===== src/sv/mtw_pkg.sv =====
// Shared types and constants for the multi-task heartbeat watchdog.
package mtw_pkg;

  localparam int unsigned LIMIT_W    = 4;
  localparam int unsigned TLIMIT_W   = 3;
  localparam int unsigned WARMUP_W   = 4;
  localparam int unsigned TASK_ID_W  = 3;
  localparam int unsigned MASK_W     = 7;
  localparam int unsigned TOTAL_W    = 3;
  localparam int unsigned CFG_IDX_W  = 2;
  localparam int unsigned CFG_DATA_W = 4;
  localparam int unsigned IN_DATA_W  = 8;
  localparam int unsigned OUT_DATA_W = 16;

  localparam logic [LIMIT_W-1:0]  STUCK_LIMIT_RST  = 4'd6;
  localparam logic [TLIMIT_W-1:0] STUCK_TASKS_RST  = 3'd2;
  localparam logic [WARMUP_W-1:0] WARMUP_TICKS_RST = 4'd4;

  // Kind of an input transaction
  localparam logic REQ_HEARTBEAT = 1'b0;
  localparam logic REQ_TICK      = 1'b1;

  // Configuration register indexes
  localparam logic [CFG_IDX_W-1:0] CFG_STUCK_LIMIT  = 2'd0;
  localparam logic [CFG_IDX_W-1:0] CFG_STUCK_TASKS  = 2'd1;
  localparam logic [CFG_IDX_W-1:0] CFG_WARMUP_TICKS = 2'd2;

  typedef struct packed {
    logic [LIMIT_W-1:0]  stuck_limit;
    logic [TLIMIT_W-1:0] stuck_tasks_limit;
    logic [WARMUP_W-1:0] warmup_ticks;
  } cfg_t;

  typedef struct packed {
    logic                reset_request;
    logic [TOTAL_W-1:0]  stuck_total;
    logic [MASK_W-1:0]   stuck_mask;
  } result_t;

endpackage


===== src/sv/multi_task_heartbeat_watchdog_top.sv =====
// Top level: stream ports, configuration registers, input and result registers.
//
//  channel | dir | handshake                     | payload
//  in_     | in  | in_tvalid / in_tready         | tuser: req_type; tdata: task_id
//  out_    | out | out_tvalid / out_tready       | tdata: stuck_mask, stuck_total, reset_req
//  cfg_    | in  | cfg_we (no wait)              | cfg_index, cfg_wdata
//
// One transaction per cycle sustained while out_tready is high; an accepted input passes
// through the input register, then the update logic into the result register.
// Reset is synchronous: control and configuration registers load their reset values, counters and marks clear.
// A stalled result holds the input register; in_tready drops only when both stages are full.
module multi_task_heartbeat_watchdog_top import mtw_pkg::*; #(
  parameter int unsigned NUM_TASKS = 7
) (
  input  logic                  clk,
  input  logic                  rst_n,
  input  logic                  in_tvalid,
  output logic                  in_tready,
  input  logic [IN_DATA_W-1:0]  in_tdata,   // [2:0] task_id, rest zero
  input  logic                  in_tuser,   // [0] req_type
  output logic                  out_tvalid,
  input  logic                  out_tready,
  output logic [OUT_DATA_W-1:0] out_tdata,  // [6:0] stuck_mask, [9:7] stuck_total,
                                            // [10] reset_request, rest zero
  input  logic                  cfg_we,
  input  logic [CFG_IDX_W-1:0]  cfg_index,
  input  logic [CFG_DATA_W-1:0] cfg_wdata
);

  cfg_t                 cfg_r;
  logic                 in_valid_r;
  logic                 in_type_r;
  logic [TASK_ID_W-1:0] in_tid_r;
  logic                 out_valid_r;
  result_t              out_res_r;
  result_t              res;
  logic                 advance;

  assign advance   = in_valid_r && (!out_valid_r || out_tready);
  assign in_tready = !in_valid_r || advance;

  always_ff @(posedge clk) begin
    if (!rst_n) begin
      cfg_r.stuck_limit       <= STUCK_LIMIT_RST;
      cfg_r.stuck_tasks_limit <= STUCK_TASKS_RST;
      cfg_r.warmup_ticks      <= WARMUP_TICKS_RST;
    end else if (cfg_we) begin
      unique case (cfg_index)
        CFG_STUCK_LIMIT:  cfg_r.stuck_limit       <= cfg_wdata[LIMIT_W-1:0];
        CFG_STUCK_TASKS:  cfg_r.stuck_tasks_limit <= cfg_wdata[TLIMIT_W-1:0];
        CFG_WARMUP_TICKS: cfg_r.warmup_ticks      <= cfg_wdata[WARMUP_W-1:0];
        default: ;
      endcase
    end
  end

  always_ff @(posedge clk) begin
    if (!rst_n) begin
      in_valid_r <= 1'b0;
    end else if (in_tready) begin
      in_valid_r <= in_tvalid;
    end
  end

  always_ff @(posedge clk) begin
    if (in_tready && in_tvalid) begin
      in_type_r <= in_tuser;
      in_tid_r  <= in_tdata[TASK_ID_W-1:0];
    end
  end

  mtw_core #(
    .NUM_TASKS (NUM_TASKS)
  ) u_core (
    .clk      (clk),
    .rst_n    (rst_n),
    .step     (advance),
    .req_type (in_type_r),
    .task_id  (in_tid_r),
    .cfg      (cfg_r),
    .res      (res)
  );

  always_ff @(posedge clk) begin
    if (!rst_n) begin
      out_valid_r <= 1'b0;
    end else if (advance) begin
      out_valid_r <= 1'b1;
    end else if (out_tready) begin
      out_valid_r <= 1'b0;
    end
  end

  always_ff @(posedge clk) begin
    if (advance) begin
      out_res_r <= res;
    end
  end

  assign out_tvalid = out_valid_r;
  assign out_tdata  = OUT_DATA_W'(out_res_r);

endmodule


===== src/sv/mtw_core.sv =====
// Watchdog state (marks, idle counters, warm-up) and the per-transaction update.
module mtw_core import mtw_pkg::*; #(
  parameter int unsigned NUM_TASKS = 7
) (
  input  logic                 clk,
  input  logic                 rst_n,
  input  logic                 step,
  input  logic                 req_type,
  input  logic [TASK_ID_W-1:0] task_id,
  input  cfg_t                 cfg,
  output result_t              res
);

  localparam int unsigned CNT_W  = $clog2(NUM_TASKS + 1);
  localparam int unsigned CMP_W  = (CNT_W > TLIMIT_W) ? CNT_W : TLIMIT_W;
  localparam int unsigned TID_XW = 5;

  logic [NUM_TASKS-1:0] marks_r, marks_nxt;
  logic [LIMIT_W-1:0]   cnt_r   [NUM_TASKS];
  logic [LIMIT_W-1:0]   cnt_nxt [NUM_TASKS];
  logic [LIMIT_W-1:0]   cnt_tick[NUM_TASKS];
  logic [WARMUP_W-1:0]  warm_r, warm_nxt, warm_dec;

  logic [LIMIT_W-1:0]   limit;
  logic [TLIMIT_W-1:0]  tlimit;
  logic [NUM_TASKS-1:0] hb_hit, stuck_hb, stuck_tick, stuck_sel;
  logic [CNT_W-1:0]     total;
  logic                 judge, fire;

  assign limit    = (cfg.stuck_limit == '0) ? LIMIT_W'(1) : cfg.stuck_limit;
  assign tlimit   = (cfg.stuck_tasks_limit == '0) ? TLIMIT_W'(1) : cfg.stuck_tasks_limit;
  assign judge    = (req_type == REQ_TICK) && (warm_r == '0);
  assign warm_dec = warm_r - WARMUP_W'(1);

  for (genvar i = 0; i < NUM_TASKS; i++) begin : g_task
    // Out-of-range ids never match any task
    assign hb_hit[i]   = (TID_XW'(task_id) == TID_XW'(i));
    assign stuck_hb[i] = (cnt_r[i] >= limit);
    assign cnt_tick[i] = marks_r[i] ? '0 :
                         (cnt_r[i] < limit) ? cnt_r[i] + LIMIT_W'(1) : cnt_r[i];
    assign stuck_tick[i] = !marks_r[i] && (cnt_tick[i] >= limit);
  end

  assign stuck_sel = judge ? stuck_tick :
                     (req_type == REQ_HEARTBEAT) ? stuck_hb : '0;

  always_comb begin
    total = '0;
    for (int i = 0; i < NUM_TASKS; i++) begin
      total = total + CNT_W'(stuck_sel[i]);
    end
  end

  assign fire = judge && (CMP_W'(total) >= CMP_W'(tlimit));

  always_comb begin
    res.stuck_mask = '0;
    for (int j = 0; j < MASK_W; j++) begin
      if (j < NUM_TASKS) begin
        res.stuck_mask[j] = stuck_sel[j];
      end
    end
    res.stuck_total   = (CMP_W'(total) > CMP_W'(7)) ? TOTAL_W'(7) : TOTAL_W'(total);
    res.reset_request = fire;
  end

  always_comb begin
    marks_nxt = marks_r;
    warm_nxt  = warm_r;
    for (int i = 0; i < NUM_TASKS; i++) begin
      cnt_nxt[i] = cnt_r[i];
    end
    if (req_type == REQ_HEARTBEAT) begin
      marks_nxt = marks_r | hb_hit;
    end else if (!judge) begin
      warm_nxt = warm_dec;
      if (warm_dec == '0) begin
        marks_nxt = '0;
      end
    end else if (fire) begin
      marks_nxt = '0;
      warm_nxt  = cfg.warmup_ticks;
      for (int i = 0; i < NUM_TASKS; i++) begin
        cnt_nxt[i] = '0;
      end
    end else begin
      marks_nxt = '0;
      for (int i = 0; i < NUM_TASKS; i++) begin
        cnt_nxt[i] = cnt_tick[i];
      end
    end
  end

  always_ff @(posedge clk) begin
    if (!rst_n) begin
      marks_r <= '0;
      warm_r  <= WARMUP_TICKS_RST;
      for (int i = 0; i < NUM_TASKS; i++) begin
        cnt_r[i] <= '0;
      end
    end else if (step) begin
      marks_r <= marks_nxt;
      warm_r  <= warm_nxt;
      for (int i = 0; i < NUM_TASKS; i++) begin
        cnt_r[i] <= cnt_nxt[i];
      end
    end
  end

`ifndef SYNTH
  a_fire_clears: assert property (@(posedge clk) disable iff (!rst_n)
    step && res.reset_request |=> (marks_r == '0) && (warm_r == $past(cfg.warmup_ticks)))
    else $error("state not cleared after reset request");

  a_hb_keeps_warmup: assert property (@(posedge clk) disable iff (!rst_n)
    step && (req_type == REQ_HEARTBEAT) |=> $stable(warm_r))
    else $error("heartbeat changed warm-up count");

  a_hold_when_idle: assert property (@(posedge clk) disable iff (!rst_n)
    !step |=> $stable(marks_r) && $stable(warm_r))
    else $error("state moved without a transaction");

  a_fire_has_stuck: assert property (@(posedge clk) disable iff (!rst_n)
    res.reset_request |-> (res.stuck_total != '0) && (warm_r == '0))
    else $error("reset request without stuck tasks");
`endif

endmodule

===== config.mk =====
export PLATFORM = sky130hd
export DESIGN_NAME = multi_task_heartbeat_watchdog_top
export DESIGN_NICKNAME = d
export VERILOG_FILES = /design/src/sv/mtw_pkg.sv /design/src/sv/multi_task_heartbeat_watchdog_top.sv /design/src/sv/mtw_core.sv
export SDC_FILE = /design/constraint.sdc
export NUM_CORES = 1
export LEC_CHECK = 0
export BUFFER_PORTS_ARGS = -buffer_cell sky130_fd_sc_hd__buf_2
export CORE_MARGIN = 2
export CORE_UTILIZATION = 44
export CTS_CLUSTER_DIAMETER = 100
export CTS_CLUSTER_SIZE = 20
export DETAILED_ROUTE_END_ITERATION = 10
export SYNTH_ARGS = -nofsm -noshare
export SYNTH_HDL_FRONTEND = slang
export SYNTH_SLANG_ARGS = --single-unit

===== constraint.sdc =====
create_clock -name clk -period 8.9 [get_ports clk]
set_input_delay 2.225 -clock clk [delete_from_list [all_inputs] [get_ports clk]]
set_output_delay 2.225 -clock clk [all_outputs]
set_load 0.005 [all_outputs]

Word level (Yosys, flattened, before mapping):

Memories as Yosys holds them, arrays and structs flattened.
Cells that the tools add are included.

* bitwise operators: 8
* mux-type cells: 39
* add/subtract/negate cells: 14
* reduce and logical (&&, ||, !) cells: 34
* $lt $le $gt $ge: 23
* equality and inequality tests: 10

Operators by type and width (number)
* 4-bit 2-to-1 mux: 24
* 28-bit 2-to-1 mux: 3
* 4-bit >= comparator: 14
* 7-bit 2-to-1 mux: 5
* 4-bit by 1-bit adder with 4-bit output, second input constant: 7
* 4-bit < comparator: 7
* 3-bit by 1-bit adder with 3-bit output: 5
* 4-bit logical NOT: 3
* 1-bit logical AND: 11
* 3-bit == test, second input constant: 3
* 1-bit logical NOT: 9
* 2-bit AND reduction: 4
* 1-bit bitwise OR: 7
* 7-bit bitwise OR: 1
* 3-bit by 2-bit == test with 1-bit output, second input constant: 2
* 3-bit logical NOT: 2
* 1-bit 2-to-1 mux: 6
* 4-bit by 1-bit subtractor with 4-bit output, second input constant: 1
* 3-bit by 1-bit == test with 1-bit output, second input constant: 1
* 3-bit >= comparator: 1
* 3-bit > comparator, second input constant: 1
* 3-bit 2-to-1 mux: 1
* 3-bit by 1-bit inequality test with 1-bit output, second input constant: 1
* 3-bit AND reduction: 1
* other kinds (7): 8

* input port bits: 20
* memories: 1
* output and inout bits: 18
* RAM bits: 28
* logic and storage cells: 141
* flip-flop bits (word level): 39

Memories
* u_core.cnt_r: depth 7, bits a word 4, read ports 7, clocked after Yosys merged registers in 0, wr ports 7, line mtw_core.sv:19 `logic [LIMIT_W-1:0] cnt_r [NUM_TASKS];`

Logic depth before layout (Yosys ltp):

* word-level depth: 20
* mapped depth: 28
* depth with buffers taken out: 26

Modules after synthesis:

A second synthesis with hierarchy kept.

* cell total of the unflattened synthesis: 486
* area, all modules: 4814.6 µm²

By module, submodules not included
* mtw_core: area each 3779.9 µm², seq. area each 1061.0 µm², times used 1, cells an instance 412
* multi_task_heartbeat_watchdog_top: area each 1034.7 µm², seq. area each 710.7 µm², times used 1, cells an instance 74

Worst setup path before layout:

No wires, ideal clock.

* path type: reg-to-reg
* from: register cfg_r[8] (netlist name)
* to: memory u_core.cnt_r[4][0] (data pin)
* period minus slack after synthesis: 6.521 ns
* buffers on the path: 2
* setup time: 0.150 ns
* data arrival time: 6.371 ns
* path slack: 2.379 ns
* cell stages (with the launch flop): 29
* required time: 8.750 ns
* path through: dfxtp_1 -> inv_1 -> a31o_2 -> ha_1 -> nor2b_1 -> o211ai_1 -> nand3b_1 -> xnor2_1 -> or2_2 -> ha_1 -> nand2b_1 -> a21o_1 -> a21o_1 -> a21oi_1 -> o32ai_1 -> ha_1 -> fa_1 -> fa_1 -> ha_1 -> fa_1 -> xor2_1 -> ha_1 -> a21o_1 -> a31oi_4 -> o21ai_2 -> or2_1 -> buf_6 -> buf_12 -> nor3_4

RTL lines
* from (decl): line multi_task_heartbeat_watchdog_top.sv:30 `cfg_t cfg_r;`
* to (decl): line mtw_core.sv:19

==> metrics.md <==
| Metric | Value |
|---|---|
| Status | `completed` |
| Max_slew headroom | `0.530` |
| DRC Markers | `0` |
| CP Capture Type | `flip-flop` |
| Fraction of layout cells with a size suffix above 1 | `0.168` |
| CTS resizes | `0` |
| CTS Buf Count | `9` |
| CP max stage delay | `0.60 ns` |
| MaxCap Viol Count | `0` |
| Clock sinks | `67` |
| Yosys warns | `0` |
| WP buf/inv | `3` |
| CP arrival | `7.75 ns` |
| Clock root buffer | `clkbuf_16` |
| Syn Inst Count | `465` |
| Clock Path Buffers | `2` |
| Ys async rst share | `0` |
| Die Ht | `110 um` |
| CP dominant cell by count | `ha_1` |
| Final setup violation count | `0` |
| Die Span X | `110 um` |
| Core Footprint | `10900 um^2` |
| Drt wl/cell | `16.2 um` |
| Min-Delay Path Class | `reg2reg` |
| Setup repair after global routing missed its margin | `false` |
| Hold-fix buffers at CTS | `0` |
| GRT overflow | `0` |
| CP top delay family | `adder cells` |
| Synth area leaders | `edfxtp_1 (26%), ha_1 (18%), dfxtp_1 (9.7%)` |
| Crit share post-route | `0.863` |
| First-pass iteration count of the detailed router | `4` |
| Fillers | `1017` |
| Register area share after synthesis | `0.357` |
| Most frequent cells in the layout | `ha_1 (72), edfxtp_1 (43), nor2_1 (33)` |
| Max Slew Vio Count | `0` |
| Final Core Density | `0.505` |
| CTS clk-pin slew, worst paths | `0.06 ns` |
| Final hold vios | `0` |
| Row count | `38` |
| First-pass GRT wire length | `17.4 mm` |
| Ys flop type | `edfxtp_1` |
| P&R area growth vs syn | `11.2%` |
| Fin crit period | `7.68 ns` |
| EDFF count, synth | `43` |
| Die area | `12200 um^2` |
| Maximum vdd drop | `0.0000968 V` |
| Synthesized area | `4970 um^2` |
| Setup Fix Bufs, Post-CTS | `0` |
| Skew final | `0.00644 ns` |
| DP Wirelength | `7.56 mm` |
| Commonest non-fill, non-tap cell in the layout | `ha_1` |
| GPL Wtd Cong | `0.838` |
| Tot Pwr | `950 uW` |
| Gr usage total | `0.188` |
| Power per Cell Area | `172 nW/um^2` |
| Final antenna-violating net count | `0` |
| Port bufs | `27` |
| Post-synth top area cell | `edfxtp_1` |
| Maximum clock rate | `130 MHz` |
| Worst Setup Path Type | `reg2reg` |
| Synth Area in XOR/XNOR | `0.0406` |
| CTS tree | `yes` |
| Area after DPL | `5180 um^2` |
| CP Max Fanout | `16` |
| Slew @ Worst Pin | `0.705 ns` |
| Proportion of synthesized area in mux cells | `0.0282` |
| Initial core utilization | `0.454` |
| Antenna violations before repair | `0` |
| Largest family of logic cells by synthesized area | `simple AND/OR/NAND/NOR gates` |
| Slowest CP cell | `or2_1` |
| Yosys top cell area share | `0.260` |
| LEAKAGE | `2.42 nW` |
| Final setup TNS | `0 ns` |
| Via count | `3538` |
| CTS H-Tree Depth | `3` |
| WP data required | `8.97 ns` |
| Simple-Gate Fraction of Synth Area | `0.210` |
| Adder-cell share of the synthesized area | `0.193` |
| Iter 0 DRT Violations | `150` |
| Skew-Pair Late Insertion Delay | `0.34 ns` |
| Aggregate routed wire length | `10.3 mm` |
| Startpoint Class | `flip-flop` |
| Vias in the first global route | `3577` |
| Unique masters post-synth | `53` |
| # IOs | `38` |
| Maximum number of pins on one net before global-route repair | `24` |
| Cell area after layout | `5520 um^2` |
| Seq cells post-synth | `67` |
| Diodes inserted | `0` |
| Via-to-Cell Ratio | `5.57` |
| Avg Cell Area, Syn | `10.7 um^2` |
| Nets | `585` |
| Compound-Gate Fraction of Synth Area | `0.126` |
-- cells by family (layout without fill, tap and decap cells) --
logic type / after synthesis / in the layout
adders and majority gates: 75 / 75
AOI/OAI and AO/OA: 82 / 82
and+or+nand+nor: 162 / 162
xor gates and xnor gates: 23 / 23
other: 1 / 5
DFF: 67 / 67
muxes: 14 / 14
buffers and inverters: 41 / 67
-- state kept, by name, summed over array words and instances, names as in the netlist --
| register | cells |
|---|---|
| cfg_r | 11 |
| in_type_r | 1 |
| u_core.marks_r | 7 |
| in_tid_r | 3 |
| out_tvalid | 1 |
| in_valid_r | 1 |
| u_core.cnt_r | 28 |
| u_core.warm_r | 4 |
| out_tdata | 11 |
-- routing by layer --
| layer | GRT usage | part of all wire | vias up |
|---|---|---|---|
| met3 | 0.0323 | 0.028 | 8 |
| met5 | 0 | 0 | - |
| met4 | 0.0652 | 0.013 | 0 |
| met2 | 0.313 | 0.48 | 57 |
| met1 | 0.248 | 0.48 | 1703 |
| li1 | - | - | 1770 |
-- through the flow --
stage / setup WS [ns] / hold WS (ns) / std cells
2_1_floorplan: 2.38 / 0.439 / 469
3_3_place_gp: 1.36 / 0.483 / 619
3_5_place_dp: 1.23 / 0.485 / 619
4_1_cts: 1.23 / 0.493 / 635
5_1_grt: 0.813 / 0.515 / 635
6_report: 1.22 / 0.494 / 635
-- cells in the mapped netlist, types with 3 or more instances --
cell and instances:
a21o_1 16, a21oi_1 15, a41oi_1 10, and4b_1 6, buf_1 6, buf_4 7
clkbuf_1 6, dfxtp_1 24, edfxtp_1 43, fa_1 3, ha_1 72, inv_1 19
mux2i_1 14, nand2_1 22, nand2b_1 10, nand3_1 9, nand3b_1 9, nand4b_1 7
nor2_1 33, nor2b_1 21, nor3_1 12, nor3_2 15, nor3_4 5, o211ai_1 9
o21a_1 3, o21ai_0 5, o32ai_1 7, or2_2 7, xnor2_1 7, xor2_1 16
-- power breakdown --
| group | internal [mW] | total (mW) | switching (mW) |
|---|---|---|---|
| combinational | 0.0886 | 0.198 | 0.110 |
| clock | 0.248 | 0.384 | 0.137 |
| sequential | 0.353 | 0.367 | 0.0147 |
| total | 0.689 | 0.950 | 0.261 |
-- final timing paths --
kind / start / end / slack (ns) / cells after the start
max: cfg_r[10] / u_core.cnt_r[3][3] / 1.22 / 28
min: u_core.warm_r[1] / u_core.warm_r[1] / 0.49 / 2
max reg2reg: cfg_r[10] / u_core.cnt_r[3][3] / 1.22 / 28
min reg2reg: u_core.warm_r[1] / u_core.warm_r[1] / 0.49 / 2
-- cell type report --
cell class,instances,area (um^2),share of cell area
multi-input cells,361,2990,0.542
repair buffers,32,173,0.0313
flip-flops and latches,67,1770,0.321
clock inverters,3,22.5,0.00408
well taps,140,175,0.0317
clock buffers,13,314,0.0569
inverters,19,71.3,0.0129
-- worst register-to-register path: cells and delay by family, from the launching register on --
family | cells | cell delay [ns]
XOR/XNOR | 2 | 0.39
adder cells (fa/ha/maj) | 8 | 2.79
buffers and inverters | 3 | 0.71
AND/OR/NAND/NOR | 6 | 1.32
AO/OA/AOI/OAI | 9 | 1.90
flip-flops | 1 | 0.29
Power figures use the tool's default switching activity.
